## src/rtl/assert_macros.svh

```systemverilog
// ----------------------------------------------------------------------------
// assert_macros.svh
// Assertion macros shared by the running statistics RTL.
// ----------------------------------------------------------------------------
`ifndef ASSERT_MACROS_SVH
`define ASSERT_MACROS_SVH

`ifndef NO_ASSERTIONS

// Same-cycle implication, checked at every rising edge outside reset.
`define PMRS_ASSERT_IMPLY(lbl, clk, rst_n, ante, cons) \
    lbl: assert property (@(posedge clk) disable iff (!rst_n) (ante) |-> (cons)) \
        else $error("pmrs: implication check failed");

// Next-cycle implication, checked at every rising edge outside reset.
`define PMRS_ASSERT_NEXT(lbl, clk, rst_n, ante, cons) \
    lbl: assert property (@(posedge clk) disable iff (!rst_n) (ante) |=> (cons)) \
        else $error("pmrs: next-cycle check failed");

`else

`define PMRS_ASSERT_IMPLY(lbl, clk, rst_n, ante, cons)
`define PMRS_ASSERT_NEXT(lbl, clk, rst_n, ante, cons)

`endif

`endif

```

## src/rtl/pmrs_pkg.sv

```systemverilog
// ----------------------------------------------------------------------------
// pmrs_pkg
// Widths, codes, types and step counts of the running statistics block.
// ----------------------------------------------------------------------------
package pmrs_pkg;

    localparam int NUM_METRICS = 16;
    localparam int IDX_W       = (NUM_METRICS > 1) ? $clog2(NUM_METRICS) : 1;

    localparam int CMD_W  = 2;
    localparam int MIDX_W = 8;
    localparam int VAL_W  = 24;
    localparam int STD_W  = 23;
    localparam int STAT_W = 2;
    localparam int CNT_W  = 16;
    localparam int SUM_W  = 40;
    localparam int SQ_W   = 48;   // square of one sample
    localparam int SQS_W  = 64;
    localparam int NUM_W  = 80;   // count * sumsq - sum^2
    localparam int DEN_W  = 32;   // count * (count - 1)
    localparam int ROOT_W = 32;
    localparam int REM_W  = 34;

    localparam int MEAN_CNT_W = $clog2(SUM_W);
    localparam int STD_CNT_W  = 7;

    localparam logic [CMD_W-1:0] CMD_ADD   = 2'd0;
    localparam logic [CMD_W-1:0] CMD_READ  = 2'd1;
    localparam logic [CMD_W-1:0] CMD_CLEAR = 2'd2;
    // unused code, behaves as a read
    localparam logic [CMD_W-1:0] CMD_SPARE = 2'd3;

    localparam logic [STAT_W-1:0] STATUS_OK    = 2'd0;
    localparam logic [STAT_W-1:0] STATUS_RANGE = 2'd1;
    localparam logic [STAT_W-1:0] STATUS_SAT   = 2'd2;

    localparam logic [CNT_W-1:0] COUNT_MAX = '1;
    localparam logic [STD_W-1:0] STD_MAX   = '1;

    localparam logic [STD_CNT_W-1:0] MULN_LAST = STD_CNT_W'(CNT_W - 1);
    localparam logic [STD_CNT_W-1:0] MULS_LAST = STD_CNT_W'(SUM_W - 1);
    localparam logic [STD_CNT_W-1:0] DIV_LAST  = STD_CNT_W'(SQS_W - 1);
    localparam logic [STD_CNT_W-1:0] SQRT_LAST = STD_CNT_W'(ROOT_W - 1);

    typedef enum logic [2:0] {
        ST_IDLE,
        ST_SQUARE,
        ST_UPDATE,
        ST_LOAD,
        ST_RUN,
        ST_DONE
    } t_top_state;

    typedef enum logic [2:0] {
        PH_IDLE,
        PH_MUL_N,
        PH_MUL_S,
        PH_CHECK,
        PH_DIV,
        PH_SQRT
    } t_std_phase;

    typedef struct packed {
        logic clear;
        logic update;
    } t_store_ctrl;

    typedef struct packed {
        logic [CNT_W-1:0]        count;
        logic signed [VAL_W-1:0] first_val;
        logic signed [VAL_W-1:0] last_val;
        logic signed [VAL_W-1:0] min_val;
        logic signed [VAL_W-1:0] max_val;
        logic signed [SUM_W-1:0] sum;
        logic [SQS_W-1:0]        sumsq;
    } t_stats;

endpackage

```

## src/rtl/pmrs_store.sv

```systemverilog
// ----------------------------------------------------------------------------
// pmrs_store
// Per-metric statistics registers with sample update and clear-all.
// ----------------------------------------------------------------------------
module pmrs_store (
    input  logic                               i_clk,
    input  logic                               i_rst_n,
    input  pmrs_pkg::t_store_ctrl              i_ctrl,
    input  logic [pmrs_pkg::IDX_W-1:0]         i_idx,
    input  logic signed [pmrs_pkg::VAL_W-1:0]  i_sample,
    input  logic [pmrs_pkg::SQ_W-1:0]          i_square,
    output pmrs_pkg::t_stats                   o_stats
);
    import pmrs_pkg::*;

    logic [CNT_W-1:0]        r_count [NUM_METRICS];
    logic signed [SUM_W-1:0] r_sum   [NUM_METRICS];
    logic [SQS_W-1:0]        r_sumsq [NUM_METRICS];
    logic signed [VAL_W-1:0] r_first [NUM_METRICS];
    logic signed [VAL_W-1:0] r_last  [NUM_METRICS];
    logic signed [VAL_W-1:0] r_min   [NUM_METRICS];
    logic signed [VAL_W-1:0] r_max   [NUM_METRICS];

    logic w_empty;

    assign w_empty = (r_count[i_idx] == '0);

    always_ff @(posedge i_clk) begin
        if (!i_rst_n || i_ctrl.clear) begin
            for (int m = 0; m < NUM_METRICS; m++) begin
                r_count[m] <= '0;
                r_sum[m]   <= '0;
                r_sumsq[m] <= '0;
            end
        end else if (i_ctrl.update) begin
            r_count[i_idx] <= r_count[i_idx] + 1'b1;
            r_sum[i_idx]   <= r_sum[i_idx] + SUM_W'(i_sample);
            r_sumsq[i_idx] <= r_sumsq[i_idx] + SQS_W'(i_square);
        end
    end

    // first/min/max restart on the first sample after a clear
    always_ff @(posedge i_clk) begin
        if (i_ctrl.update) begin
            r_last[i_idx] <= i_sample;
            if (w_empty) begin
                r_first[i_idx] <= i_sample;
            end
            if (w_empty || i_sample < r_min[i_idx]) begin
                r_min[i_idx] <= i_sample;
            end
            if (w_empty || i_sample > r_max[i_idx]) begin
                r_max[i_idx] <= i_sample;
            end
        end
    end

    always_comb begin
        o_stats.count     = r_count[i_idx];
        o_stats.first_val = r_first[i_idx];
        o_stats.last_val  = r_last[i_idx];
        o_stats.min_val   = r_min[i_idx];
        o_stats.max_val   = r_max[i_idx];
        o_stats.sum       = r_sum[i_idx];
        o_stats.sumsq     = r_sumsq[i_idx];
    end

endmodule

```

## config.mk

```make
export PLATFORM = sky130hd
export DESIGN_NAME = pmrs_store
export DESIGN_NICKNAME = d
export VERILOG_FILES = /design/src/rtl/assert_macros.svh /design/src/rtl/pmrs_pkg.sv /design/src/rtl/pmrs_store.sv
export SDC_FILE = /design/constraint.sdc
export NUM_CORES = 2
export LEC_CHECK = 0
export ABC_CLOCK_PERIOD_IN_PS = 6960
export BUFFER_PORTS_ARGS = -buffer_cell sky130_fd_sc_hd__buf_4
export CORE_MARGIN = 3
export CORE_UTILIZATION = 54
export CTS_BUF_LIST = sky130_fd_sc_hd__clkbuf_8
export DETAILED_ROUTE_END_ITERATION = 10
export PLACE_DENSITY = 0.71
export SETUP_SLACK_MARGIN = 0.05
export SYNTH_ARGS = -nofsm -noshare
export SYNTH_HDL_FRONTEND = slang
export SYNTH_SLANG_ARGS = --single-unit
```

## constraint.sdc

```tcl
create_clock -name i_clk -period 6.96 [get_ports i_clk]
set_clock_uncertainty 0.15 [all_clocks]
set_input_delay 0.348 -clock i_clk [delete_from_list [all_inputs] [get_ports i_clk]]
set_output_delay 0.348 -clock i_clk [all_outputs]
set_load 0.01 [all_outputs]
```

# == Yosys cells after proc, flatten, opt, wreduce, memory -nomap -nowiden ==
# Memories as Yosys holds them, arrays and structs flattened.
# Index checks and enable logic that the tools add are counted.
# totals
ramBits,3456
register_bits,0
output_inout_bits,216
memories,7
wordCells,44
# mem_list
memory,depth,width,read_ports,rd_ports_with_merged_regs,write_ports,line,source
r_sumsq,16,64,1,0,16,pmrs_store.sv:18,logic [SQS_W-1:0] r_sumsq [NUM_METRICS];
r_sum,16,40,1,0,16,pmrs_store.sv:17,logic signed [SUM_W-1:0] r_sum [NUM_METRICS];
r_first,16,24,1,0,1,pmrs_store.sv:19,logic signed [VAL_W-1:0] r_first [NUM_METRICS];
r_last,16,24,1,0,1,pmrs_store.sv:20,logic signed [VAL_W-1:0] r_last [NUM_METRICS];
r_max,16,24,1,0,1,pmrs_store.sv:22,logic signed [VAL_W-1:0] r_max [NUM_METRICS];
r_min,16,24,1,0,1,pmrs_store.sv:21,logic signed [VAL_W-1:0] r_min [NUM_METRICS];
+1 memories,--,--,--,--,--,--,
# op_classes
n_mux,24
n_lt_le_gt_ge,2
addsub,3
reduce_logical,8
# ops
cell,n
$add A64 B48 Y64,1
$mux W64,1
$reduce_or A64 Y1,1
$add A40 B24 Y40,1
$mux W40,1
$reduce_or A40 Y1,1
$gt A24 B24 Y1,1
$lt A24 B24 Y1,1
$mux W1,18
$add A16 B1 Y16 const B,1
$logic_not A16 Y1,1
$mux W16,1
$reduce_or A16 Y1,1
$mux W4,3
$logic_or A1 B1 Y1,3
$logic_not A1 Y1,1

# == Depth between registers and ports, before layout ==
# logic_depth
word_depth,6
depth_mapped,27
mapped_depth_nobuf,15

# == Worst setup path before layout ==
# No wires, ideal clock.
# synth_timing
path_kind,input to register
startpoint,input port i_idx[0] (netlist bit)
endpoint,memory r_min[7][0] (enable)
arrival_time_ps,6179
stages,24
setup_time_ps,414
n_path_buf,11
slack_ps,217
cell_sequence,buf_6 -> buf_8 -> buf_8 -> buf_8 -> buf_8 -> buf_6 -> buf_6 -> buf_6 -> buf_2 -> buf_2 -> mux4_2 -> mux4_2 -> inv_1 -> ha_1 -> nand2_1 -> a21oi_1 -> a211o_1 -> a2111oi_0 -> nor2_1 -> o21a_1 -> o21ai_0 -> a41oi_2 -> buf_2 -> o22ai_1
# synth_rtl
element,line,source
"start, declared",pmrs_store.sv:9,"input logic [pmrs_pkg::IDX_W-1:0] i_idx,"
"end, declared",pmrs_store.sv:21,

==> flow_summary.toml <==
[status]
status = "finished with violations"
failed_checks = "hold timing"

[placement]
placed_area_sq_um = 153600
place.gp.congestion = 0.9407
dp_cells = 11750
pre_cts_slack_ns = 0.4108
detailed_place_hpwl_mm = 228.0
place.port_buffers = 295

[yosys]
synth_top_area_share_pct = 71.37
ys_seq_area_share_pct = 71.37
synth_top_cell_by_area = "edfxtp_1"
syn_inst = 8178
async_reset_ff_share_pct = 0
synth_seq_cells = 3456
syn_area_per_cell_sq_um = 17.78
synth_flop_cell = "edfxtp_1"
netlist_area_sq_um = 145400
number_of_library_cell_types_mapped_by_synthesis = 76
main_area_contributors_after_synthesis = "edfxtp_1 71%, mux4_2 17%, nor2_1 5.2%"
synthesis.yosys.warnings = 0
number_of_flops_mapped_to_enable_cells_by_yosys = 3456
net_count_after_synthesis = 8396

[worst_setup_path]
slowest_delay_ns = 0.66
timing.critical_path.slowest_stage_cell = "o21ai_0"
timing.critical_path.to_type = "flip-flop"
rr_worst_depth = 15
cp_data_arrival_time_ns = 6.58
crit_buf_inv = 2
timing.critical_path.cells = "mux4_2, mux4_2, ha_1, a211o_1, a21oi_1, a211oi_1, o211ai_1, buf_4, a211oi_1, buf_4, o21ai_0, o21ai_1, nand4_1, xor2_2, nor2_1"
worst_path_dominant_cell_family = "compound AO/OA/AOI/OAI gates"
r2r-end = "r_sumsq[9][53]"
critical_path.reg2reg.startpoint = "r_sumsq[12][1]"
critPathKind = "reg -> reg"
worst_setup_path_start_kind = "flip-flop"
worst-path-max-fanout = 16
cp.required_ns = 7.63
worst-r2r-setup-slack_ns = 1.05

[routing]
drt_first_pass_iters = 9
post_drt_wl_per_cell_microns = 32.37
via_count = 83640
total_wire_length_mm = 415.0
final_routed_drc_violation_total = 0
vias_per_cell = 6.523
drc_marker_count_from_the_first_detailed_route_iteration = 12930
ant_nets = 0

[clocking]
h-tree-depth = 6
clock_sink_count = 3456
clk-insertion-delay-late_ns = 1.19
cts_tree = "done"
postCtsSetupRepairBufs = 0
cts_inserted_buffers = 560
clock_tree.buffer_depth = 4
ctsRootBufferMaster = "clkbuf_8"
clk_pin_slew_worst_paths_ns = 0.06

[sta]
report.final.hold_viol_count = 5
finalMaxSlewViolations = 0
setup_repair_after_global_routing_missed_its_margin = "no"
final_critical_path_setup_slack_ns = 1.053
worst_slew_margin_rel_pct = 10.97
worst_pin_slew_ns = 1.326
min_period_ns = 5.907
fin_tns_setup_ns = 0
final_setup_violating_endpoints = 0
tcrit_tclk_final_pct = 84.87
maxClockFrequency_ghz = 0.1693
holdWs_ns = -0.01290

[cells_and_area]
multi_input_comb_area_sq_um = 39130
fill_cells = 18770
seqCellArea_sq_um = 103800
finish.cell_count_without_fillers = 12820
drive_gt1_share_pct = 27.02
design_area_sq_um = 164400
area_growth_synth_to_finish_pct = 13.08
finish.net_count = 9085

[die]
rows = 189
num_io_pins = 296
dieArea_sq_um = 275500
fp.dieW_microns = 524.9
start_util_pct = 54.56
die_h_microns = 524.9
core-area_sq_um = 266500

[power]
netSwitchingPower_mw = 11.54
pwr-share-comb_pct = 11.1
switching_share_pct = 25.85
static-leakage-power_nw = 58.57
power.internal_mw = 33.09
ir_drop_mv = 0.1770
clockPowerShare_pct = 35.8
seq_power_share_pct = 53.1
power-per-cell-area_nw_per_um2 = 271.4

[global_route]
grt_use_total_pct = 29.96
grt_max_degree = 121
overflow = 0
grt_antenna_before_repair = 11
wire_length_of_the_first_global_routing_pass_mm = 596.4
vias_in_the_first_global_route = 84370

[run]
max_cap_viol_count = 0

[worst_hold_path]
holdCritPathClass = "in -> reg"
holdPathStages = 4
min_to = "r_sumsq[6][31]"
launch_point_of_the_worst_hold_path = "i_square[31]"
==> state kept, by name, summed over array words and instances, names as in the netlist <==
| signal | count |
|---|---|
| r_count | 256 |
| r_first | 384 |
| r_last | 384 |
| r_max | 384 |
| r_min | 384 |
| r_sum | 640 |
| r_sumsq | 1024 |
==> cells in the final DEF, fill, tap and decap left out, types with 101 or more instances in the layout <==
cell / count
buf_4: 575
edfxtp_1: 3456
clkbuf_8: 565
ha_1: 136
nand2_1: 109
inv_1: 303
mux4_2: 1080
a21oi_1: 101
nor2_1: 1993
clkinv_1: 121
==> per-layer routing <==
metal | track usage (%) | routed length, microns | vias up
li1 | - | - | 33260
met1 | 42.05 | 149800 | 43250
met2 | 47.04 | 197900 | 6209
met3 | 6.888 | 52630 | 911
met4 | 9.955 | 14550 | 6
met5 | 0 | 36 | -
==> synthesized netlist by cell type (all sizes together), types with 3 or more instances <==
master,count
edfxtp,3456
nor2,2025
mux4,1080
clkbuf,401
buf,211
nand2,142
ha,136
inv,103
a21oi,101
o21ai,62
xnor2,56
xor2,55
nand3,42
a21o,37
nand4,28
nor3,28
nor2b,22
nand2b,20
o22ai,18
a211oi,15
o211ai,14
o21a,13
nor4,11
o21bai,11
a31oi,9
o31ai,9
and2,8
and3,8
or2,5
a21boi,4
a2111oi,3
a211o,3
a41oi,3
and4,3
nor3b,3
o41ai,3
==> tightest hold or removal path, cell delays in order <==
cell and delay [ns]:
buf_4 0.08, ha_1 0.28, xnor2_2 0.30, nor2_1 0.16
==> metrics by stage <==
stage	utilization [%]	total power, mW
after floorplan	-	27.00
after global placement	57.62	28.84
after detailed placement	57.62	28.96
after CTS	61.67	44.77
after global routing	61.69	46.08
final	61.70	44.63
==> worst max path at each step <==
stage                         from              end  cells past startpoint
global placement          i_idx[0]   r_sumsq[8][53]                     17
CTS                  r_sumsq[5][1]   r_sumsq[9][53]                     15
global route         r_sumsq[8][3]  r_sumsq[13][53]                     15
floorplan                 i_idx[0]      r_min[7][0]                     24
finish              r_sumsq[12][1]   r_sumsq[9][53]                     15
detailed placement        i_idx[0]   r_sumsq[2][53]                     17
==> repair_timing <==
| item | 4_1_cts | 5_1_grt |
|---|---|---|
| endpoints found under the hold margin | 2236 | 9 |
| setup endpoints to repair | 0 | 0 |
| gates resized for setup | 0 | 0 |
| hold buffers | 84 | 2 |
==> power groups by stage <==
stage          Combinational, mW  Clock, mW  Sequential, mW
2_1_floorplan               2.89          0            24.1
3_3_place_gp                4.77          0            24.1
3_5_place_dp                4.84          0            24.1
4_1_cts                     4.90       16.2            23.7
5_1_grt                     5.23       17.1            23.7
6_report                    4.95       16.0            23.7
==> logic make-up after synthesis <==
| kind of cell | synth area share (%) |
|---|---|
| adder cells (fa/ha/maj) | 1.198 |
| flip-flops | 71.37 |
| AO/OA/AOI/OAI | 1.428 |
| AND/OR/NAND/NOR | 6.413 |
| buffers and inverters | 2.112 |
| multiplexers | 16.73 |
| XOR/XNOR | 0.7461 |
==> final cells by class <==
cell class / count / area share (%)
antenna: 6 / 0.009132
clock inverter: 412 / 1.328
clock buffer: 565 / 4.729
inverter: 103 / 0.2351
tap: 3533 / 2.688
sequential: 3456 / 63.12
multi-input combinational: 4007 / 23.80
timing repair buffer: 739 / 4.094
Power figures use the tool's default switching activity.
