**src/rtl/assert_macros.svh**
```systemverilog
// ----------------------------------------------------------------------------
// assert_macros.svh
// Assertion macros shared by the running statistics RTL.
// ----------------------------------------------------------------------------
`ifndef ASSERT_MACROS_SVH
`define ASSERT_MACROS_SVH

`ifndef NO_ASSERTIONS

// Same-cycle implication, checked at every rising edge outside reset.
`define PMRS_ASSERT_IMPLY(lbl, clk, rst_n, ante, cons) \
    lbl: assert property (@(posedge clk) disable iff (!rst_n) (ante) |-> (cons)) \
        else $error("pmrs: implication check failed");

// Next-cycle implication, checked at every rising edge outside reset.
`define PMRS_ASSERT_NEXT(lbl, clk, rst_n, ante, cons) \
    lbl: assert property (@(posedge clk) disable iff (!rst_n) (ante) |=> (cons)) \
        else $error("pmrs: next-cycle check failed");

`else

`define PMRS_ASSERT_IMPLY(lbl, clk, rst_n, ante, cons)
`define PMRS_ASSERT_NEXT(lbl, clk, rst_n, ante, cons)

`endif

`endif

```
**src/rtl/pmrs_pkg.sv**
```systemverilog
// ----------------------------------------------------------------------------
// pmrs_pkg
// Widths, codes, types and step counts of the running statistics block.
// ----------------------------------------------------------------------------
package pmrs_pkg;

    localparam int NUM_METRICS = 16;
    localparam int IDX_W       = (NUM_METRICS > 1) ? $clog2(NUM_METRICS) : 1;

    localparam int CMD_W  = 2;
    localparam int MIDX_W = 8;
    localparam int VAL_W  = 24;
    localparam int STD_W  = 23;
    localparam int STAT_W = 2;
    localparam int CNT_W  = 16;
    localparam int SUM_W  = 40;
    localparam int SQ_W   = 48;   // square of one sample
    localparam int SQS_W  = 64;
    localparam int NUM_W  = 80;   // count * sumsq - sum^2
    localparam int DEN_W  = 32;   // count * (count - 1)
    localparam int ROOT_W = 32;
    localparam int REM_W  = 34;

    localparam int MEAN_CNT_W = $clog2(SUM_W);
    localparam int STD_CNT_W  = 7;

    localparam logic [CMD_W-1:0] CMD_ADD   = 2'd0;
    localparam logic [CMD_W-1:0] CMD_READ  = 2'd1;
    localparam logic [CMD_W-1:0] CMD_CLEAR = 2'd2;
    // unused code, behaves as a read
    localparam logic [CMD_W-1:0] CMD_SPARE = 2'd3;

    localparam logic [STAT_W-1:0] STATUS_OK    = 2'd0;
    localparam logic [STAT_W-1:0] STATUS_RANGE = 2'd1;
    localparam logic [STAT_W-1:0] STATUS_SAT   = 2'd2;

    localparam logic [CNT_W-1:0] COUNT_MAX = '1;
    localparam logic [STD_W-1:0] STD_MAX   = '1;

    localparam logic [STD_CNT_W-1:0] MULN_LAST = STD_CNT_W'(CNT_W - 1);
    localparam logic [STD_CNT_W-1:0] MULS_LAST = STD_CNT_W'(SUM_W - 1);
    localparam logic [STD_CNT_W-1:0] DIV_LAST  = STD_CNT_W'(SQS_W - 1);
    localparam logic [STD_CNT_W-1:0] SQRT_LAST = STD_CNT_W'(ROOT_W - 1);

    typedef enum logic [2:0] {
        ST_IDLE,
        ST_SQUARE,
        ST_UPDATE,
        ST_LOAD,
        ST_RUN,
        ST_DONE
    } t_top_state;

    typedef enum logic [2:0] {
        PH_IDLE,
        PH_MUL_N,
        PH_MUL_S,
        PH_CHECK,
        PH_DIV,
        PH_SQRT
    } t_std_phase;

    typedef struct packed {
        logic clear;
        logic update;
    } t_store_ctrl;

    typedef struct packed {
        logic [CNT_W-1:0]        count;
        logic signed [VAL_W-1:0] first_val;
        logic signed [VAL_W-1:0] last_val;
        logic signed [VAL_W-1:0] min_val;
        logic signed [VAL_W-1:0] max_val;
        logic signed [SUM_W-1:0] sum;
        logic [SQS_W-1:0]        sumsq;
    } t_stats;

endpackage

```
**src/rtl/pmrs_std_unit.sv**
```systemverilog
// ----------------------------------------------------------------------------
// pmrs_std_unit
// Bit-serial deviation: shift-add numerator, restoring divide, digit sqrt.
// ----------------------------------------------------------------------------
module pmrs_std_unit (
    input  logic                               i_clk,
    input  logic                               i_rst_n,
    input  logic                               i_start,
    input  logic [pmrs_pkg::CNT_W-1:0]         i_count,
    input  logic signed [pmrs_pkg::SUM_W-1:0]  i_sum,
    input  logic [pmrs_pkg::SQS_W-1:0]         i_sumsq,
    output logic                               o_busy,
    output logic [pmrs_pkg::STD_W-1:0]         o_std
);
    import pmrs_pkg::*;

    t_std_phase            r_phase, n_phase;
    logic [STD_CNT_W-1:0]  r_cnt, n_cnt;

    logic [NUM_W-1:0]  r_acc;
    logic [NUM_W-1:0]  r_mcand;
    logic [SUM_W-1:0]  r_mplier;
    logic [SUM_W-1:0]  r_mag;
    logic [DEN_W-1:0]  r_den;
    logic [REM_W-1:0]  r_rem;
    logic [SQS_W-1:0]  r_x;
    logic [ROOT_W-1:0] r_root;
    logic              r_sat;

    logic [SUM_W-1:0]  w_mag;
    logic [DEN_W:0]    w_dtrial;
    logic              w_dge;
    logic [REM_W-1:0]  w_stry;
    logic [REM_W-1:0]  w_sref;
    logic              w_sge;
    logic              w_last;

    assign w_mag    = i_sum[SUM_W-1] ? SUM_W'(-i_sum) : SUM_W'(i_sum);
    assign w_dtrial = {r_rem[DEN_W-1:0], r_x[SQS_W-1]};
    assign w_dge    = (w_dtrial >= {1'b0, r_den});
    assign w_stry   = {r_rem[ROOT_W-1:0], r_x[SQS_W-1:SQS_W-2]};
    assign w_sref   = {r_root, 2'b01};
    assign w_sge    = (w_stry >= w_sref);

    always_ff @(posedge i_clk) begin
        if (!i_rst_n) begin
            r_phase <= PH_IDLE;
            r_cnt   <= '0;
        end else begin
            r_phase <= n_phase;
            r_cnt   <= n_cnt;
        end
    end

    always_comb begin
        n_phase = r_phase;
        n_cnt   = r_cnt + 1'b1;
        w_last  = 1'b0;
        unique case (r_phase)
            PH_IDLE: begin
                n_cnt = '0;
                if (i_start) begin
                    n_phase = PH_MUL_N;
                end
            end
            PH_MUL_N: begin
                w_last = (r_cnt == MULN_LAST);
                if (w_last) begin
                    n_phase = PH_MUL_S;
                    n_cnt   = '0;
                end
            end
            PH_MUL_S: begin
                w_last = (r_cnt == MULS_LAST);
                if (w_last) begin
                    n_phase = PH_CHECK;
                end
            end
            PH_CHECK: begin
                n_phase = PH_DIV;
                n_cnt   = '0;
            end
            PH_DIV: begin
                w_last = (r_cnt == DIV_LAST);
                if (w_last) begin
                    n_phase = PH_SQRT;
                    n_cnt   = '0;
                end
            end
            PH_SQRT: begin
                w_last = (r_cnt == SQRT_LAST);
                if (w_last) begin
                    n_phase = PH_IDLE;
                end
            end
            default: begin
                n_phase = PH_IDLE;
            end
        endcase
    end

    always_ff @(posedge i_clk) begin
        unique case (r_phase)
            PH_IDLE: begin
                if (i_start) begin
                    r_den    <= DEN_W'(i_count * (i_count - 1'b1));
                    r_acc    <= '0;
                    r_mcand  <= NUM_W'(i_sumsq);
                    r_mplier <= SUM_W'(i_count);
                    r_mag    <= w_mag;
                end
            end
            PH_MUL_N: begin
                if (r_mplier[0]) begin
                    r_acc <= r_acc + r_mcand;
                end
                if (w_last) begin
                    r_mcand  <= NUM_W'(r_mag);
                    r_mplier <= r_mag;
                end else begin
                    r_mcand  <= {r_mcand[NUM_W-2:0], 1'b0};
                    r_mplier <= {1'b0, r_mplier[SUM_W-1:1]};
                end
            end
            PH_MUL_S: begin
                // subtract sum^2 one partial product at a time
                if (r_mplier[0]) begin
                    r_acc <= r_acc - r_mcand;
                end
                r_mcand  <= {r_mcand[NUM_W-2:0], 1'b0};
                r_mplier <= {1'b0, r_mplier[SUM_W-1:1]};
            end
            PH_CHECK: begin
                // quotient needs more than 64 bits when the top part reaches the divisor
                r_sat <= ({16'b0, r_acc[NUM_W-1:SQS_W]} >= r_den);
                r_rem <= REM_W'(r_acc[NUM_W-1:SQS_W]);
                r_x   <= r_acc[SQS_W-1:0];
            end
            PH_DIV: begin
                r_x <= {r_x[SQS_W-2:0], w_dge};
                if (w_last) begin
                    r_rem  <= '0;
                    r_root <= '0;
                end else begin
                    r_rem <= w_dge ? REM_W'(w_dtrial - {1'b0, r_den}) : REM_W'(w_dtrial);
                end
            end
            PH_SQRT: begin
                r_rem  <= w_sge ? (w_stry - w_sref) : w_stry;
                r_root <= {r_root[ROOT_W-2:0], w_sge};
                r_x    <= {r_x[SQS_W-3:0], 2'b00};
            end
            default: begin
                r_acc <= r_acc;
            end
        endcase
    end

    assign o_busy = (r_phase != PH_IDLE);
    assign o_std  = (r_sat || r_root > ROOT_W'(STD_MAX)) ? STD_MAX : r_root[STD_W-1:0];

endmodule

```
**config.mk**
```make
export PLATFORM = sky130hd
export DESIGN_NAME = pmrs_std_unit
export DESIGN_NICKNAME = d
export VERILOG_FILES = /design/src/rtl/assert_macros.svh /design/src/rtl/pmrs_pkg.sv /design/src/rtl/pmrs_std_unit.sv
export SDC_FILE = /design/constraint.sdc
export NUM_CORES = 2
export LEC_CHECK = 0
export ABC_CLOCK_PERIOD_IN_PS = 29400
export BUFFER_PORTS_ARGS = -buffer_cell sky130_fd_sc_hd__buf_2
export CAP_MARGIN = 20
export CORE_MARGIN = 4
export CORE_UTILIZATION = 40
export CTS_BUF_LIST = sky130_fd_sc_hd__clkbuf_16
export DETAILED_ROUTE_END_ITERATION = 8
export GPL_TIMING_DRIVEN = 0
export PLACE_DENSITY_LB_ADDON = 0.15
export SYNTH_ARGS = -nofsm -noshare
export SYNTH_HDL_FRONTEND = slang
export SYNTH_SLANG_ARGS = --single-unit
```
**constraint.sdc**
```tcl
create_clock -name i_clk -period 29.4 [get_ports i_clk]
set_input_delay 7.35 -clock i_clk [delete_from_list [all_inputs] [get_ports i_clk]]
set_output_delay 7.35 -clock i_clk [all_outputs]
set_load 0.01 [all_outputs]
```
**Yosys cells after proc, flatten, opt, wreduce, memory -nomap -nowiden**

Index checks and enable logic that the tools add are counted.

- Register bits: 411
- Word-level logic and storage cells: 82
- Output and inout bits: 24
- Input port bits: 123

- Reductions and logical operators: 12
- Add/subtract/negate cells: 7
- $mul: 1
- Eq/ne operators: 17
- $lt $le $gt $ge: 4
- Muxes and demuxes: 29

Operator list:

| cell | number |
|---|---|
| $pmux 80 s3 | 2 |
| $mux 80 | 5 |
| $pmux 64 s3 | 1 |
| $mux 32 | 4 |
| $pmux 40 s3 | 1 |
| $pmux 32 s3 | 1 |
| $add 80x80->80 | 1 |
| $mux 40 | 2 |
| $sub 80x80->80 | 1 |
| $pmux 32 s2 | 1 |
| $sub 32x32->32 | 2 |
| $neg 40->40 | 1 |
| $mux 39 | 1 |
| $ge 34x34->1 | 1 |
| $ge 33x32->1 | 1 |
| $ge 16x32->1 | 1 |
| $gt 32x23->1 const B | 1 |
| $mul 17x17->32 | 1 |
| $mux 23 | 1 |
| $pmux 7 s3 | 1 |
| $pmux 3 s6 | 1 |
| $sub 16x1->17 const B | 1 |
| $ne 2x2->1 const B | 8 |
| $mux 3 | 5 |
| 17 further kinds | 25 |

**Depth between registers and ports, before layout**

- Depth after elaboration: 4
- Gate-level depth with buffers: 35
- Depth with buffers taken out: 32

**Worst setup path before layout**

No wires, ideal clock.

- Path kind: input-to-reg
- From: input i_count[0] (netlist bit)
- To: register r_den[30], data pin
- Slack: 13.751 ns
- Stages on the path: 35
- Path buffers: 3
- Arrival time: 15.391 ns
- Cells stage by stage: clkbuf_1 -> inv_1 -> buf_1 -> ha_1 -> inv_1 -> or3_1 -> or3_1 -> or3_1 -> or3_1 -> or3_1 -> ha_1 -> clkbuf_1 -> nand2b_1 -> fa_1 -> inv_1 -> ha_1 -> inv_1 -> fa_1 -> inv_1 -> fa_1 -> fa_1 -> inv_1 -> fa_1 -> inv_1 -> ha_1 -> a21oi_1 -> nor2b_1 -> o21ai_0 -> a21o_1 -> a21oi_1 -> or3_1 -> o211ai_1 -> o2111ai_1 -> a21oi_1 -> xnor2_1

- Longest elaborated chain between the ends: 2

RTL lines:

| what | line | RTL |
|---|---|---|
| from (decl) | pmrs_std_unit.sv:9 | `input logic [pmrs_pkg::CNT_W-1:0] i_count,` |
| $sub 16x1->17 | pmrs_std_unit.sv:106 | `r_den <= DEN_W'(i_count * (i_count - 1'b1));` |
| $mul 17x17->32 (*) | pmrs_std_unit.sv:106 |  |
| to (signal assigned) | pmrs_std_unit.sv:106 |  |
| to (decl) | pmrs_std_unit.sv:24 | `logic [DEN_W-1:0] r_den;` |

Every way passes the cells marked *; elsewhere a longest branch is shown, timed or not.
A chain may end at the register's enable or synchronous reset.

**Worst setup path after layout**

Same ends and word-level chain as after synthesis.

==> results.py <==
metrics = {
    "status": {
        "status": "completed",
    },
    "finish": {
        "multi_input_area_um2": 23040,
        "final_common_cell": "inv_1",
        "drive_gt1_share_pct": 6.308,
        "insertedDiodeCount": 0,
        "seq_area_um2": 12210,
        "fillers": 9263,
        "syn_to_final_growth_pct": 10.72,
        "nets": 4789,
        "final_cell_mix": "451 x inv_1, 400 x edfxtp_1, 295 x ha_1",
    },
    "yosys": {
        "synth-edff-count": 400,
        "syn_area_um2": 37590,
        "synth_top_area_share_pct": 31.95,
        "yosysSeqAreaShare_pct": 32.49,
        "synthArstFlopShare_pct": 0,
        "synth_fp_nets": 4583,
        "ys_warn_count": 0,
        "ys.flop_type": "edfxtp_1",
        "synth_seq_cells": 410,
        "yosysTopAreaCell": "edfxtp_1",
        "synthCells": 3955,
        "synth.distinct_cells": 76,
        "yosys-top-cells-area": "edfxtp_1 32%, fa_1 11%, ha_1 9.8%",
        "synth.avg_cell_area_um2": 9.504,
    },
    "clock_tree": {
        "path_clk_slew_ns": 0.06,
        "numCtsBuffers": 50,
        "ctsHoldBuffers": 0,
        "htree_levels": 2,
        "cts_sinks": 410,
        "postCtsSetupBuffers": 0,
        "cts_root_buf": "clkbuf_16",
        "clock_latency_ns": 0.63,
        "ctsLongestPathBuffers": 3,
        "cts_tree": "yes",
        "post_cts_resized": 0,
    },
    "setup_path": {
        "r2r_cells": 19,
        "r2r_setup_slack_ns": 21.70,
        "crit_required_ns": 29.76,
        "crit_family": "adder cells",
        "arrival_ns": 17.46,
        "path_max_fanout": 11,
        "critPathKind": "primary input to flop",
        "cp.buffers_inverters": 10,
        "slowest_stage": "fa_1",
        "reg2reg_from": "r_mcand[5]",
        "start_kind": "primary input",
        "end_kind": "flop",
        "max_stage_delay_ns": 0.66,
        "path_depth": 35,
        "crit_start": "i_count[0]",
    },
    "die": {
        "die_h_um": 314.6,
        "die_width_um": 314.6,
        "ios": 147,
        "start_util_pct": 40.28,
        "dieArea_um2": 98940,
        "std_cell_rows": 112,
        "core_um2": 93330,
    },
    "timing": {
        "finalCritPeriodShare_pct": 58.14,
        "skew_ns": 0.03834,
        "slew_viol_final": 0,
        "worst_pin_slew_ns": 1.151,
        "hold_viol": 0,
        "setup-violations-final": 0,
        "relSlewSlack_pct": 22.42,
        "timing.fmax_ghz": 0.05851,
        "fin_tns_setup_ns": 0,
        "min_period_ns": 17.09,
        "rsz0062_at_grt": "no",
    },
    "drt": {
        "drt_iter0_drc": 2493,
        "viasPerCell": 5.423,
        "wl_per_cell_um": 20.49,
        "drc": 0,
        "dr_total_vias": 29584,
        "ant_nets": 0,
        "dr.pass1.iters": 7,
        "totalWireLength_um": 111800,
    },
    "global_route": {
        "grt_max_degree": 72,
        "grt_first_pass_wirelength_um": 171600,
        "grt_antenna_before_repair": 3,
        "grt_overflow": 0,
        "grt_usage_pct": 22.21,
        "first_global_vias": 28871,
    },
    "job": {
        "maxCapViolCount": 0,
    },
    "min_path": {
        "min_from": "r_cnt[0]",
        "hold-path-cell-count": 1,
        "holdCritPathClass": "flop to flop",
    },
    "placement": {
        "detailed_place_hpwl_um": 88510,
        "port-buffer-count": 146,
        "gp_congestion": 0.9388,
    },
}
[state kept, by name (all words and copies together) (netlist names), 7 cells and up]
signal    count
r_acc        80
r_cnt         7
r_den        31
r_mag        40
r_mcand      80
r_mplier     40
r_rem        32
r_root       32
r_x          64
[layer usage]
layer | global-route usage (%) | part of all wire [%] | wire length [um] | vias to the layer above
met5 | 0 | 0.018 | 20 | -
li1 | - | - | - | 14400
met4 | 4.611 | 2.0 | 2230 | 2
met1 | 33.66 | 48 | 54100 | 14288
met3 | 3.601 | 6.5 | 7311 | 114
met2 | 33.41 | 43 | 48120 | 780
[through the flow]
stage                     utilization, %  worst slack [ns]  hold WS, ns  std cells  area [um^2]
after floorplan                        -             13.75       0.4132       3955        37590
after CTS                          44.58             12.33       0.4497       5454        41610
after global routing               44.59             11.78       0.4600       5455        41620
after detailed placement           42.92             11.71       0.4340       5362        40050
after global placement             42.74             11.68       0.4277       5355        39890
final                              44.59             12.31       0.4406       5455        41620
[cell families (layout without fill, tap and decap cells)]
logic type                 Yosys count  after routing  share of synthesized area (%)
AOI/OAI and AO/OA                  878            878                          15.50
xor gates and xnor gates           272            272                          6.338
adders and majority gates          505            505                          21.00
buffers and inverters              627            873                          6.274
DFF                                410            410                          32.49
muxes                               97             97                          2.593
and+or+nand+nor                   1166           1166                          15.81
[final cells by class]
type | count | share of cell area (%)
Multi-Input combinational cell | 2918 | 55.37
Clock buffer | 50 | 3.006
Inverter | 438 | 3.956
Sequential cell | 410 | 29.34
Timing Repair Buffer | 154 | 2.113
Clock inverter | 42 | 0.7245
Buffer | 189 | 1.717
Tap cell | 1254 | 3.770
[synthesized netlist by cell type (all sizes together) (25+ instances only)]
| master | count |
|---|---|
| xor2 | 77 |
| nor4 | 32 |
| o21ai | 197 |
| fa | 210 |
| nand4 | 57 |
| o21bai | 30 |
| a21o | 66 |
| mux2i | 94 |
| xnor2 | 195 |
| a21oi | 233 |
| nor2b | 93 |
| edfxtp | 400 |
| o31ai | 28 |
| nand2 | 236 |
| or3 | 46 |
| and2 | 51 |
| a221o | 36 |
| inv | 437 |
| nand2b | 163 |
| clkbuf | 172 |
| o211ai | 25 |
| nand3 | 54 |
| nor2 | 295 |
| ha | 295 |
| a31oi | 27 |
| nor3 | 52 |
| a22o | 48 |
[path summary, 6_finish.rpt]
kind,end
worst max-delay path,r_den[30]
worst min-delay path,r_cnt[0]
worst max register to register,r_acc[77]
worst min register to register,r_cnt[0]
Power is left out: the tool's default activity adds up to more than one toggle a clock period on the data nets, which glitch-free logic cannot reach.
