[config.mk]
export PLATFORM = sky130hd
export DESIGN_NAME = pmrs_mean_div
export DESIGN_NICKNAME = d
export VERILOG_FILES = /design/src/rtl/assert_macros.svh /design/src/rtl/pmrs_pkg.sv /design/src/rtl/pmrs_mean_div.sv
export SDC_FILE = /design/constraint.sdc
export NUM_CORES = 1
export LEC_CHECK = 0
export BUFFER_PORTS_ARGS = -buffer_cell sky130_fd_sc_hd__buf_4
export CORE_MARGIN = 2
export CORE_UTILIZATION = 58
export CTS_CLUSTER_SIZE = 25
export DETAILED_ROUTE_END_ITERATION = 16
export MAX_ROUTING_LAYER = met4
export PLACE_DENSITY = 0.83
export SYNTH_ARGS = -nofsm -noshare
export SYNTH_HDL_FRONTEND = slang
export SYNTH_SLANG_ARGS = --single-unit
export TNS_END_PERCENT = 1
[constraint.sdc]
create_clock -name i_clk -period 2.9 [get_ports i_clk]
set_input_delay 0.29 -clock i_clk [delete_from_list [all_inputs] [get_ports i_clk]]
set_output_delay 0.29 -clock i_clk [all_outputs]
set_load 0.01 [all_outputs]
[src/rtl/assert_macros.svh]
// ----------------------------------------------------------------------------
// assert_macros.svh
// Assertion macros shared by the running statistics RTL.
// ----------------------------------------------------------------------------
`ifndef ASSERT_MACROS_SVH
`define ASSERT_MACROS_SVH

`ifndef NO_ASSERTIONS

// Same-cycle implication, checked at every rising edge outside reset.
`define PMRS_ASSERT_IMPLY(lbl, clk, rst_n, ante, cons) \
    lbl: assert property (@(posedge clk) disable iff (!rst_n) (ante) |-> (cons)) \
        else $error("pmrs: implication check failed");

// Next-cycle implication, checked at every rising edge outside reset.
`define PMRS_ASSERT_NEXT(lbl, clk, rst_n, ante, cons) \
    lbl: assert property (@(posedge clk) disable iff (!rst_n) (ante) |=> (cons)) \
        else $error("pmrs: next-cycle check failed");

`else

`define PMRS_ASSERT_IMPLY(lbl, clk, rst_n, ante, cons)
`define PMRS_ASSERT_NEXT(lbl, clk, rst_n, ante, cons)

`endif

`endif

[src/rtl/pmrs_pkg.sv]
// ----------------------------------------------------------------------------
// pmrs_pkg
// Widths, codes, types and step counts of the running statistics block.
// ----------------------------------------------------------------------------
package pmrs_pkg;

    localparam int NUM_METRICS = 16;
    localparam int IDX_W       = (NUM_METRICS > 1) ? $clog2(NUM_METRICS) : 1;

    localparam int CMD_W  = 2;
    localparam int MIDX_W = 8;
    localparam int VAL_W  = 24;
    localparam int STD_W  = 23;
    localparam int STAT_W = 2;
    localparam int CNT_W  = 16;
    localparam int SUM_W  = 40;
    localparam int SQ_W   = 48;   // square of one sample
    localparam int SQS_W  = 64;
    localparam int NUM_W  = 80;   // count * sumsq - sum^2
    localparam int DEN_W  = 32;   // count * (count - 1)
    localparam int ROOT_W = 32;
    localparam int REM_W  = 34;

    localparam int MEAN_CNT_W = $clog2(SUM_W);
    localparam int STD_CNT_W  = 7;

    localparam logic [CMD_W-1:0] CMD_ADD   = 2'd0;
    localparam logic [CMD_W-1:0] CMD_READ  = 2'd1;
    localparam logic [CMD_W-1:0] CMD_CLEAR = 2'd2;
    // unused code, behaves as a read
    localparam logic [CMD_W-1:0] CMD_SPARE = 2'd3;

    localparam logic [STAT_W-1:0] STATUS_OK    = 2'd0;
    localparam logic [STAT_W-1:0] STATUS_RANGE = 2'd1;
    localparam logic [STAT_W-1:0] STATUS_SAT   = 2'd2;

    localparam logic [CNT_W-1:0] COUNT_MAX = '1;
    localparam logic [STD_W-1:0] STD_MAX   = '1;

    localparam logic [STD_CNT_W-1:0] MULN_LAST = STD_CNT_W'(CNT_W - 1);
    localparam logic [STD_CNT_W-1:0] MULS_LAST = STD_CNT_W'(SUM_W - 1);
    localparam logic [STD_CNT_W-1:0] DIV_LAST  = STD_CNT_W'(SQS_W - 1);
    localparam logic [STD_CNT_W-1:0] SQRT_LAST = STD_CNT_W'(ROOT_W - 1);

    typedef enum logic [2:0] {
        ST_IDLE,
        ST_SQUARE,
        ST_UPDATE,
        ST_LOAD,
        ST_RUN,
        ST_DONE
    } t_top_state;

    typedef enum logic [2:0] {
        PH_IDLE,
        PH_MUL_N,
        PH_MUL_S,
        PH_CHECK,
        PH_DIV,
        PH_SQRT
    } t_std_phase;

    typedef struct packed {
        logic clear;
        logic update;
    } t_store_ctrl;

    typedef struct packed {
        logic [CNT_W-1:0]        count;
        logic signed [VAL_W-1:0] first_val;
        logic signed [VAL_W-1:0] last_val;
        logic signed [VAL_W-1:0] min_val;
        logic signed [VAL_W-1:0] max_val;
        logic signed [SUM_W-1:0] sum;
        logic [SQS_W-1:0]        sumsq;
    } t_stats;

endpackage

[src/rtl/pmrs_mean_div.sv]
// ----------------------------------------------------------------------------
// pmrs_mean_div
// Bit-serial restoring divider: sum / count, truncated toward zero.
// ----------------------------------------------------------------------------
module pmrs_mean_div (
    input  logic                               i_clk,
    input  logic                               i_rst_n,
    input  logic                               i_start,
    input  logic signed [pmrs_pkg::SUM_W-1:0]  i_sum,
    input  logic [pmrs_pkg::CNT_W-1:0]         i_count,
    output logic                               o_busy,
    output logic signed [pmrs_pkg::VAL_W-1:0]  o_mean
);
    import pmrs_pkg::*;

    logic                  r_busy;
    logic [MEAN_CNT_W-1:0] r_cnt;
    logic [SUM_W-1:0]      r_q;
    logic [CNT_W-1:0]      r_rem;
    logic [CNT_W-1:0]      r_div;
    logic                  r_neg;

    logic [CNT_W:0]   w_trial;
    logic             w_ge;
    logic [SUM_W-1:0] w_mag;

    assign w_mag   = i_sum[SUM_W-1] ? SUM_W'(-i_sum) : SUM_W'(i_sum);
    assign w_trial = {r_rem, r_q[SUM_W-1]};
    assign w_ge    = (w_trial >= {1'b0, r_div});

    always_ff @(posedge i_clk) begin
        if (!i_rst_n) begin
            r_busy <= 1'b0;
            r_cnt  <= '0;
        end else if (i_start) begin
            r_busy <= 1'b1;
            r_cnt  <= '0;
        end else if (r_busy) begin
            r_cnt <= r_cnt + 1'b1;
            if (r_cnt == MEAN_CNT_W'(SUM_W - 1)) begin
                r_busy <= 1'b0;
            end
        end
    end

    // shift one quotient bit in per cycle, dividend bits out at the top
    always_ff @(posedge i_clk) begin
        if (i_start) begin
            r_q   <= w_mag;
            r_rem <= '0;
            r_div <= i_count;
            r_neg <= i_sum[SUM_W-1];
        end else if (r_busy) begin
            r_rem <= w_ge ? CNT_W'(w_trial - {1'b0, r_div}) : CNT_W'(w_trial);
            r_q   <= {r_q[SUM_W-2:0], w_ge};
        end
    end

    assign o_busy = r_busy;
    assign o_mean = r_neg ? VAL_W'(-r_q[VAL_W-1:0]) : r_q[VAL_W-1:0];

endmodule

---- Word level (Yosys, flattened, before mapping) ----
Index checks and enable logic that the tools add are counted.
storage, ports and cells
  input bits .............................. 59
  logic and storage cells ................. 23
  output and inout bits ................... 25
  register bits ........................... 80
operators by class
  add/sub/neg operators ................... 4
  eq/ne operators ......................... 1
  bitwise gates (word level) .............. 1
  muxes and demuxes ....................... 8
  reduce and logical (&&, ||, !) cells .... 2
  magnitude comparators ................... 1
operator list
  operator             count
  $mux 40              3
  $neg 40->40          1
  $mux 24              1
  $neg 24->24          1
  $ge 17x16->1         1
  $mux 16              1
  $sub 16x16->16       1
  $add 6x1->6 const B  1
  $eq 6x6->1 const B   1
  $mux 1               3
  $reduce_bool 2->1    1
  $reduce_or 2->1      1
  $not 1->1            1

---- Depth between registers and ports, before layout ----
Gate-level depths: netlist (run 1).
  depth in word-level cells ............... 4
  gate-level depth with buffers ........... 11
  mapped depth without buffers ............ 10

---- Worst setup path after synthesis (run 1) ----
OpenSTA, ideal clock, no wires.
  kind .................................... input-to-reg
  start point ............................. input i_sum[30] (netlist bit)
  end point ............................... register r_q[38], data pin
  setup slack ............................. 0.388 ns
  library setup time ...................... 0.270 ns
  arrival time ............................ 2.242 ns
  required time ........................... 2.630 ns
  cell stages on the path ................. 7
  cells stage by stage .................... or4_1 -> or2_1 -> or3_4 -> or3_4 -> o41ai_2 -> xor2_1 -> a21oi_1
between the ends
  cells in the longest elaborated chain, start to end .. 3
ends and longest elaborated chain
  item                  RTL line             text
  start, declared       pmrs_mean_div.sv:9   input logic signed [pmrs_pkg::SUM_W-1:0] i_sum,
  $neg 40->40           pmrs_mean_div.sv:27  assign w_mag = i_sum[SUM_W-1] ? SUM_W'(-i_sum) : SUM_W'(i_sum);
  $mux 40               pmrs_mean_div.sv:27
  $mux 40               pmrs_mean_div.sv:48  if (i_start) begin
  end signal, assigned  pmrs_mean_div.sv:49  r_q <= w_mag;
  end signal, assigned  pmrs_mean_div.sv:55  r_q <= {r_q[SUM_W-2:0], w_ge};
  end, declared         pmrs_mean_div.sv:18  logic [SUM_W-1:0] r_q;
Every way passes these cells.
A chain may end at the register's enable or synchronous reset.

---- Worst setup path in the final report (run 1) ----
  start point ............................. register r_q[5]
  end point ............................... output o_mean[23] (netlist bit)
between the ends
  cells in the longest elaborated chain, start to end .. 2
ends and longest elaborated chain
  item           RTL line             text
  $neg 24->24    pmrs_mean_div.sv:60  assign o_mean = r_neg ? VAL_W'(-r_q[VAL_W-1:0]) : r_q[VAL_W-1:0];
  $mux 24        pmrs_mean_div.sv:60
  end, declared  pmrs_mean_div.sv:12  output logic signed [pmrs_pkg::VAL_W-1:0] o_mean
Every way passes these cells.

==> results of run 1 <==
==> registers in the layout, summed over array words and instances (netlist names) <==
| signal | cells |
|---|---|
| r_q | 40 |
| r_rem | 16 |
| r_neg | 1 |
| r_div | 16 |
| r_cnt | 6 |
| o_busy | 1 |
==> what timing repair did <==
| action | in CTS | in global routing |
|---|---|---|
| gates resized for setup | 6 | 14 |
| setup buffers | 0 | 1 |
| hold buffers | 0 | 0 |
| endpoints found under the setup margin | 4 | 11 |
==> metal layers <==
layer  GRT usage [%]  wire (µm)  vias up
li1                -          -     2247
met1           31.19       4978     2140
met4           9.589        332        0
met3           4.638        722       35
met2           43.30       6412      177
met5               -          0        -
==> cell type report <==
cell class	count	area share [%]
clock buffer	9	1.952
sequential	80	34.23
multi-input combinational	446	47.69
tap	108	2.129
clock inverter	7	1.262
inverter	24	1.420
timing repair buffer	94	11.32
==> report_power, final <==
part / switching [µW] / internal [µW]
registers: 97.4 / 1350
clock network: 442 / 408
logic: 449 / 404
==> critical path, delay by kind of cell (launching register included) <==
kind | cells | cell delay (ns)
and+or+nand+nor | 4 | 1.23
buffers and inverters | 1 | 0.15
xor gates and xnor gates | 1 | 0.17
AOI/OAI and AO/OA | 1 | 0.28
DFF | 1 | 0.45
==> kinds of logic after synthesis <==
logic type / synth area share [%]
flops: 40.96
mux: 3.091
compound gates: 17.13
simple gates: 17.81
fa+ha+maj: 4.861
buf+inv: 3.917
xor+xnor: 12.22
==> synthesized netlist by cell type (all sizes together) (5+ instances only) <==
master	number
a211oi	14
a21oi	56
clkbuf	26
dfxtp	23
edfxtp	57
ha	19
inv	24
mux2i	13
nand2	36
nand2b	9
nand3	5
nand4	11
nor2	76
nor3	8
nor4	6
o21ai	29
o31ai	16
o41ai	11
or2	5
or3	14
xnor2	31
xor2	43
==> how the worst min path moves through the flow <==
stage               start       end  slack (ns)  cells after the start
2_1_floorplan  i_count[0]  r_div[0]        0.39                      0
3_3_place_gp   i_count[8]  r_div[8]        0.47                      1
3_5_place_dp   i_count[9]  r_div[9]        0.47                      1
4_1_cts        i_count[3]  r_div[3]         0.1                      1
5_1_grt        i_count[3]  r_div[3]         0.1                      1
6_report       i_count[3]  r_div[3]        0.11                      1
==> stage by stage <==
step	hold WS (ns)	instance area [µm²]	utilization, %	power (µW)
3_5_place_dp	0.4695	6031	68.49	2287
4_1_cts	0.09985	6265	71.14	3137
2_1_floorplan	0.3889	5303	-	1967
6_report	0.1086	6346	72.07	3150
5_1_grt	0.09737	6346	72.07	3303
3_3_place_gp	0.4687	6031	68.49	2253
==> results.cfg, run 1 <==
[status]
run_status = finished with violations
failing_checks = negative setup slack

[yosys]
yosys_most_used_dff = edfxtp_1
ys_types = 53
synth_seq_cells = 80
synth-seq-area-share_pct = 40.96
synth_area_per_cell_um2 = 9.142
synth-edff-count = 57
synthArstFlopShare_pct = 0
synthesis.nets = 659
synthCells = 580
synth.largest_area_cell = edfxtp_1
synthDominantCellAreaShare_pct = 32.28
ys_top_cells_by_area = edfxtp_1, dfxtp_1, xor2_1
netlist_area_um2 = 5303
ys_warn_count = 0

[finish]
layout_common_cells = buf_4, nor2_1, edfxtp_1
area.growth.synth_to_final_pct = 19.68
fillerInstances = 637
layout.cells.most_common = buf_4
final_nets = 734
layout-drive-gt1-share_pct = 21.06
antennaDiodeCount = 0
multi_input_area_um2 = 3027
register_area_um2 = 2172
fin_cells = 768

[clock_network]
clock_insertion_delay_worst_skew_ns = 0.36
root_buffer = clkbuf_8
cts_max_level = 3
clock_tree_buf_depth = 2
cts_buffer_count = 9
cts_tree = built
clkSinkCount = 80
cts.reportedPaths.clkPinSlew_ns = 0.09

[sta]
post-route-worst-setup-slack_ns = -0.03064
worst_skew_ns = 0.01095
finalMaxSlewViolations = 0
worst_slew_pin_slew_ns = 0.9540
rsz_0062_raised_after_global_routing = true
final-setup-viol-count = 1
clock.fmax_mhz = 341.2
slew-limit-headroom_pct = 36.40
final_min_period_over_clock_period_pct = 101.1
period_needed_ns = 2.931
fin_tns_setup_ns = -0.03064
hold_violations = 0

[placed_design]
dp.final_hpwl_um = 8912
gp_congestion = 0.9552
placement_setup_slack_ns = 0.1126
placed_cells_incl_taps = 751
port_buffers = 83

[power]
power.static_leakage_uw = 0.002456
vdd_ir_drop_max_v = 0.0002402
power-per-cell-area_nw_per_um2 = 496.3

[setup_path]
worst_setup_path_end_kind = primary output
ordered_cell_list_for_the_critical_path = or3_4 -> or3_1 -> nor2_1 -> nand2_1 -> o41ai_2 -> xnor2_1 -> buf_4
crit_path_start = r_q[5]
cp_data_required_time_ns = 2.61
regToRegSetupSlack_ns = 0.29
critical-path-slowest-cell = edfxtp_1
critPathMaxFanout = 4
r2r_end = r_rem[11]
cp-endpoint = o_mean[23]
worst_r2r_startpoint = r_div[1]
crit_type = reg2out
worst-endpoint-arrival_ns = 2.64
crit_path_start_kind = flip-flop
worst_r2r_path_depth = 10
critPathMaxStageDelay_ns = 0.45

[route]
final_wirelength_um = 12450
wl_per_cell_um = 16.20
drt_first_pass_iters = 7
route.antenna.remaining_nets = 0
drt-vias-per-instance = 5.988
dr_total_vias = 4599
drt_iter0_drcs = 303
drcViolationCount = 0

[floorplan]
die_width_um = 99.62
placeable_core_region_um2 = 8806
rows = 34
die_height_um = 99.62
floorplan.initialDensity_pct = 60.22
die_area_um2 = 9923
io_pins = 84

[global_routing]
globalRoute.totalOverflow = 0
grt_start_max_net_pins = 76
first_global_vias = 4358
global_route_wire_length_before_repair_um = 20060
antenna_violations_before_repair = 0
grt_util_all_layers_pct = 25.81

[worst_hold_path]
worstHoldPathType = in2reg

[run]
timing.max_cap.violations = 0
Note: power is estimated with default switching activity, not from simulation.
==> inputs of run 2 (changes only) <==
--- a/config.mk
+++ b/config.mk
@@ -12,6 +12,8 @@
 export DETAILED_ROUTE_END_ITERATION = 16
 export MAX_ROUTING_LAYER = met4
 export PLACE_DENSITY = 0.83
+export SETUP_SLACK_MARGIN = 0.5
+export SKIP_LAST_GASP = 1
 export SYNTH_ARGS = -nofsm -noshare
 export SYNTH_HDL_FRONTEND = slang
 export SYNTH_SLANG_ARGS = --single-unit
==> run 2 against run 1 <==
The run now ends clean. Combinational power grew 3.6%. Fmax grew 5.1%. Global-route usage grew 0.30 points. Register-to-register slack lost 0.02 ns. Sequential cell count is the same. Sequential power is essentially flat. Die area is the same. Clock power shrank 2%. Design area grew 0.95%. Total power is essentially flat. Utilization grew 0.68 points. Critical path type unchanged.
==> results.cfg, run 2 (synthesized netlist as in run 1, its figures left out) <==
[floorplan]
floorplan.initialDensity_pct = 60.22
die_height_um = 99.62
io_pins = 84
placeable_core_region_um2 = 8806
die_width_um = 99.62
die_area_um2 = 9923
rows = 34

[placed_design]
dpl_cell_area_um2 = 6003
port_buffers = 83
placed_cells_incl_taps = 749
dp.final_hpwl_um = 8757
gp_congestion = 0.9099

[setup_path]
crit_type = reg2out
regToRegSetupSlack_ns = 0.27
critPathMaxFanout = 5
worst_r2r_path_depth = 8
cp_data_required_time_ns = 2.61
worst_r2r_startpoint = r_div[14]
worst_setup_path_end_kind = primary output
cp-endpoint = o_mean[20]
crit_path_start = r_q[1]
crit_path_start_kind = flip-flop
worst-endpoint-arrival_ns = 2.50
r2r_end = r_q[0]

[sta]
whs_ns = 0.1122
clock.fmax_mhz = 358.5
hold_violations = 0
worst_skew_ns = 0.01096
final-setup-viol-count = 0
final_min_period_over_clock_period_pct = 96.19
finalMaxSlewViolations = 0
worst_slew_pin_slew_ns = 0.9103
period_needed_ns = 2.790
rsz_0062_raised_after_global_routing = true
slew-limit-headroom_pct = 39.32

[power]
intPower_uw = 2170
seqPwrFrac_pct = 45.4
sw_frac_of_total_pct = 31.09
power_frac_clock_pct = 26.5
netsw_uw = 979.0
power.static_leakage_uw = 0.002495
vdd_ir_drop_max_v = 0.0002777
share_comb_of_total_power_pct = 28.1
power-per-cell-area_nw_per_um2 = 491.6

[route]
wl_per_cell_um = 15.92
drt_iter0_drcs = 267
drcViolationCount = 0
drt_first_pass_iters = 4
drt-vias-per-instance = 5.918
final_wirelength_um = 12400
dr_total_vias = 4610
route.antenna.remaining_nets = 0

[clock_network]
clock_tree_buf_depth = 2
clkSinkCount = 80
cts.reportedPaths.clkPinSlew_ns = 0.09
root_buffer = clkbuf_8
cts_tree = built
clock_insertion_delay_worst_skew_ns = 0.35
holdBufCountCts = 0
cts_max_level = 3
cts_buffer_count = 9

[finish]
largest_reg_flops = 40
final_core_util_pct = 72.75
biggestRegsByFlops = r_q (40), r_div (16), r_rem (16)
layout-drive-gt1-share_pct = 22.35
largest_register = r_q
layout_common_cells = buf_4, nor2_1, edfxtp_1
area.growth.synth_to_final_pct = 20.81
area_of_all_placed_cells_without_fillers_um2 = 6406
antennaDiodeCount = 0
layout.cells.most_common = buf_4
fin_cells = 779
final_nets = 745

[status]
run_status = finished, final reports clean

[global_routing]
globalRoute.totalOverflow = 0
global_route_wire_length_before_repair_um = 20300
grt_util_all_layers_pct = 26.11
grt_start_max_net_pins = 82
antenna_violations_before_repair = 0
first_global_vias = 4390

[worst_hold_path]
worstHoldPathType = in2reg
timing.hold.worst_path_depth = 1

[run]
timing.max_cap.violations = 0
[run 2: cell type report]
| type | count | area, µm² |
|---|---|---|
| clock buffer | 10 | 127.6 |
| clock inverter | 6 | 68.82 |
| fill | 654 | 2400 |
| inverter | 24 | 90.09 |
| multi-input combinational | 446 | 3024 |
| sequential | 80 | 2172 |
| tap | 108 | 135.1 |
| timing repair buffer | 105 | 788.3 |
[run 2: routing by layer]
layer  vias to the layer above  track usage (%)  routed length, µm
met5                         -                -                  0
met4                         0            8.219                218
met3                        20            4.498                703
met2                       171            44.80               6322
met1                      2152            31.44               5155
li1                       2267                -                  -
[run 2: worst min-delay path by stage]
| stage | endpoint | start |
|---|---|---|
| floorplan | r_div[0] | i_count[0] |
| global placement | r_div[11] | i_count[11] |
| detailed placement | r_div[8] | i_count[8] |
| CTS | r_div[2] | i_count[2] |
| global route | r_div[3] | i_count[3] |
| finish | r_div[3] | i_count[3] |
[run 2: what timing repair did]
action,CTS,global route
resized for setup,19,2
setup buffers,12,2
cloned,0,0
pin swaps,3,0
endpoints found under the setup margin,34,38
[run 2: critical path: stages, from the launching register on]
cell	delay, ns
edfxtp_1	0.41
buf_4	0.16
inv_1	0.08
ha_1	0.17
nand2b_1	0.09
or4_4	0.48
nand2b_4	0.20
o31ai_2	0.26
xnor2_1	0.16
buf_4	0.15
[run 2: power groups by stage]
stage / clock [µW] / combinational [µW] / sequential (µW)
floorplan: 0 / 539 / 1430
global placement: 0 / 804 / 1450
detailed placement: 0 / 827 / 1460
CTS: 847 / 873 / 1430
global route: 884 / 972 / 1440
finish: 834 / 884 / 1430
[run 2: metrics by stage]
stage / setup WS [ns] / power, µW / TNS (ns)
floorplan: 0.3877 / 1967 / 0
global placement: 0.1942 / 2252 / 0
detailed placement: 0.1303 / 2282 / 0
CTS: 0.1517 / 3147 / 0
global route: -0.01723 / 3300 / -0.01723
finish: 0.1105 / 3149 / 0
==> inputs of run 3 (changes only) <==
--- a/config.mk
+++ b/config.mk
@@ -7,11 +7,11 @@
 export LEC_CHECK = 0
 export BUFFER_PORTS_ARGS = -buffer_cell sky130_fd_sc_hd__buf_4
 export CORE_MARGIN = 2
-export CORE_UTILIZATION = 58
+export CORE_UTILIZATION = 47
 export CTS_CLUSTER_SIZE = 25
 export DETAILED_ROUTE_END_ITERATION = 16
 export MAX_ROUTING_LAYER = met4
-export PLACE_DENSITY = 0.83
+export PLACE_DENSITY = 0.7
 export SETUP_SLACK_MARGIN = 0.5
 export SKIP_LAST_GASP = 1
 export SYNTH_ARGS = -nofsm -noshare
==> run 3 against run 2 <==
Hold slack improved by 0.0049 ns. Global-route usage fell by 4.1 points. Fmax rose by 3.0%. Worst setup slack improved by 0.080 ns. Count of clock-buffer cells in the layout fell by 1. Total power rose by 6.1%. Wire length fell by 1.6%. Largest power group unchanged.
==> results.cfg, run 3 (synthesized netlist as in run 1, its figures left out) <==
[finish]
layout-drive-gt1-share_pct = 22.19
largest_reg_flops = 40
biggestRegsByFlops = r_q (40), r_div (16), r_rem (16)
largest_register = r_q
area_of_all_placed_cells_without_fillers_um2 = 6529
final_nets = 741
antennaDiodeCount = 0
layout.cells.most_common = buf_4
area.growth.synth_to_final_pct = 23.12
layout_common_cells = buf_4, nor2_1, edfxtp_1

[worst_hold_path]
worstHoldPathType = in2reg
timing.hold.worst_path_depth = 1

[floorplan]
floorplan.initialDensity_pct = 48.49
io_pins = 84
die_width_um = 110.2
placeable_core_region_um2 = 10940
die_area_um2 = 12150
rows = 38
die_height_um = 110.2

[sta]
final-setup-viol-count = 0
final_min_period_over_clock_period_pct = 93.43
finalMaxSlewViolations = 0
clock.fmax_mhz = 369.1
hold_violations = 0
fin_tns_setup_ns = 0
slew-limit-headroom_pct = 32.32
period_needed_ns = 2.710
worst_slew_pin_slew_ns = 1.015
rsz_0062_raised_after_global_routing = true
worst_skew_ns = 0.006665

[route]
drt-vias-per-instance = 5.675
dr_total_vias = 4580
route.antenna.remaining_nets = 0
final_wirelength_um = 12210
drcViolationCount = 0
wl_per_cell_um = 15.12
drt_first_pass_iters = 5
drt_iter0_drcs = 373

[global_routing]
grt_start_max_net_pins = 118
globalRoute.totalOverflow = 0
global_route_wire_length_before_repair_um = 20280
grt_util_all_layers_pct = 21.97
first_global_vias = 4415
antenna_violations_before_repair = 0

[status]
run_status = finished, final reports clean

[run]
timing.max_cap.violations = 0

[setup_path]
ordered_cell_list_for_the_critical_path = or4_4 -> nor4_4 -> nor2b_4 -> nand2_2 -> o41ai_4 -> xnor2_1 -> buf_4
crit_path_start_kind = flip-flop
worst_r2r_path_depth = 9
critPathMaxFanout = 4
worst-endpoint-arrival_ns = 2.42
critical-path-slowest-cell = or4_4
worst_setup_path_end_kind = primary output
cp_data_required_time_ns = 2.61
crit_type = reg2out
critPathMaxStageDelay_ns = 0.58

[placed_design]
dpl_cell_area_um2 = 6056
port_buffers = 83
gp_congestion = 0.9024
dp.final_hpwl_um = 8539

[clock_network]
clock_insertion_delay_worst_skew_ns = 0.35
cts.reportedPaths.clkPinSlew_ns = 0.06
cts_tree = built
holdBufCountCts = 0
cts_max_level = 3
root_buffer = clkbuf_16
clock_tree_buf_depth = 2
clkSinkCount = 80
cts_buffer_count = 9

[power]
sw_frac_of_total_pct = 30.00
intPower_uw = 2339
vdd_ir_drop_max_v = 0.0003574
share_comb_of_total_power_pct = 26.1
power_frac_clock_pct = 30.8
power.static_leakage_uw = 0.002522
seqPwrFrac_pct = 43.1
power-per-cell-area_nw_per_um2 = 511.9
netsw_uw = 1003
run 3: changes by cell type in the layout (fill, tap and decap cells not counted), sizes merged:
cell and delta:
inv -1, buf -4, bufinv -1, clkbuf -1, clkinvlp +1, clkinv +2
run 3: critical path, delay by kind of cell (launching register included):
family,cells,cell delay (ns)
AND/OR/NAND/NOR,4,1.12
flip-flops,1,0.40
AO/OA/AOI/OAI,1,0.24
XOR/XNOR,1,0.17
buffers and inverters,1,0.15
run 3: path summary, 6_finish.rpt:
| check | from | end | slack [ns] |
|---|---|---|---|
| max reg2reg | r_div[14] | r_rem[11] | 0.23 |
| min | i_count[7] | r_div[7] | 0.12 |
| max | r_q[9] | o_mean[23] | 0.19 |
| min reg2reg | r_rem[15] | r_rem[15] | 0.49 |
run 3: repair_timing:
action	in CTS	in global routing
endpoints found under the setup margin	34	38
pin swaps	7	2
buffers inserted	10	0
gates resized for setup	25	2
run 3: routing by layer:
layer  vias up  global-route usage, %  part of all wire (%)
met4         0                  6.518                   1.5
met5         -                      -                     0
li1       2264                      -                     -
met1      2169                  28.61                    47
met2       126                  33.74                    45
met3        21                  5.879                   5.9
run 3: stage by stage:
stage / setup WS [ns] / power (µW) / hold slack [ns] / instances / util (%)
3_5_place_dp: 0.1498 / 2279 / 0.4695 / 781 / 55.38
6_report: 0.1904 / 3342 / 0.1171 / 807 / 59.70
5_1_grt: 0.04551 / 3517 / 0.1027 / 807 / 59.70
3_3_place_gp: 0.2007 / 2257 / 0.4682 / 781 / 55.38
4_1_cts: 0.1913 / 3355 / 0.1073 / 807 / 59.60
2_1_floorplan: 0.3877 / 1967 / 0.3889 / 580 / -
run 3: power groups by stage:
stage          logic, µW  clock network [µW]  registers, µW
2_1_floorplan        539                   0           1430
6_report             874                1030           1440
5_1_grt              966                1100           1450
4_1_cts              868                1050           1440
3_5_place_dp         825                   0           1450
3_3_place_gp         807                   0           1450
run 3: area by class of cell:
| type | instances | area (µm²) |
|---|---|---|
| clock buffers | 9 | 225.2 |
| clock inverters | 7 | 38.79 |
| fillers | 958 | 4407 |
| inverters | 24 | 90.09 |
| multi-input cells | 446 | 3053 |
| flip-flops and latches | 80 | 2172 |
| well taps | 140 | 175.2 |
| repair buffers | 101 | 774.5 |
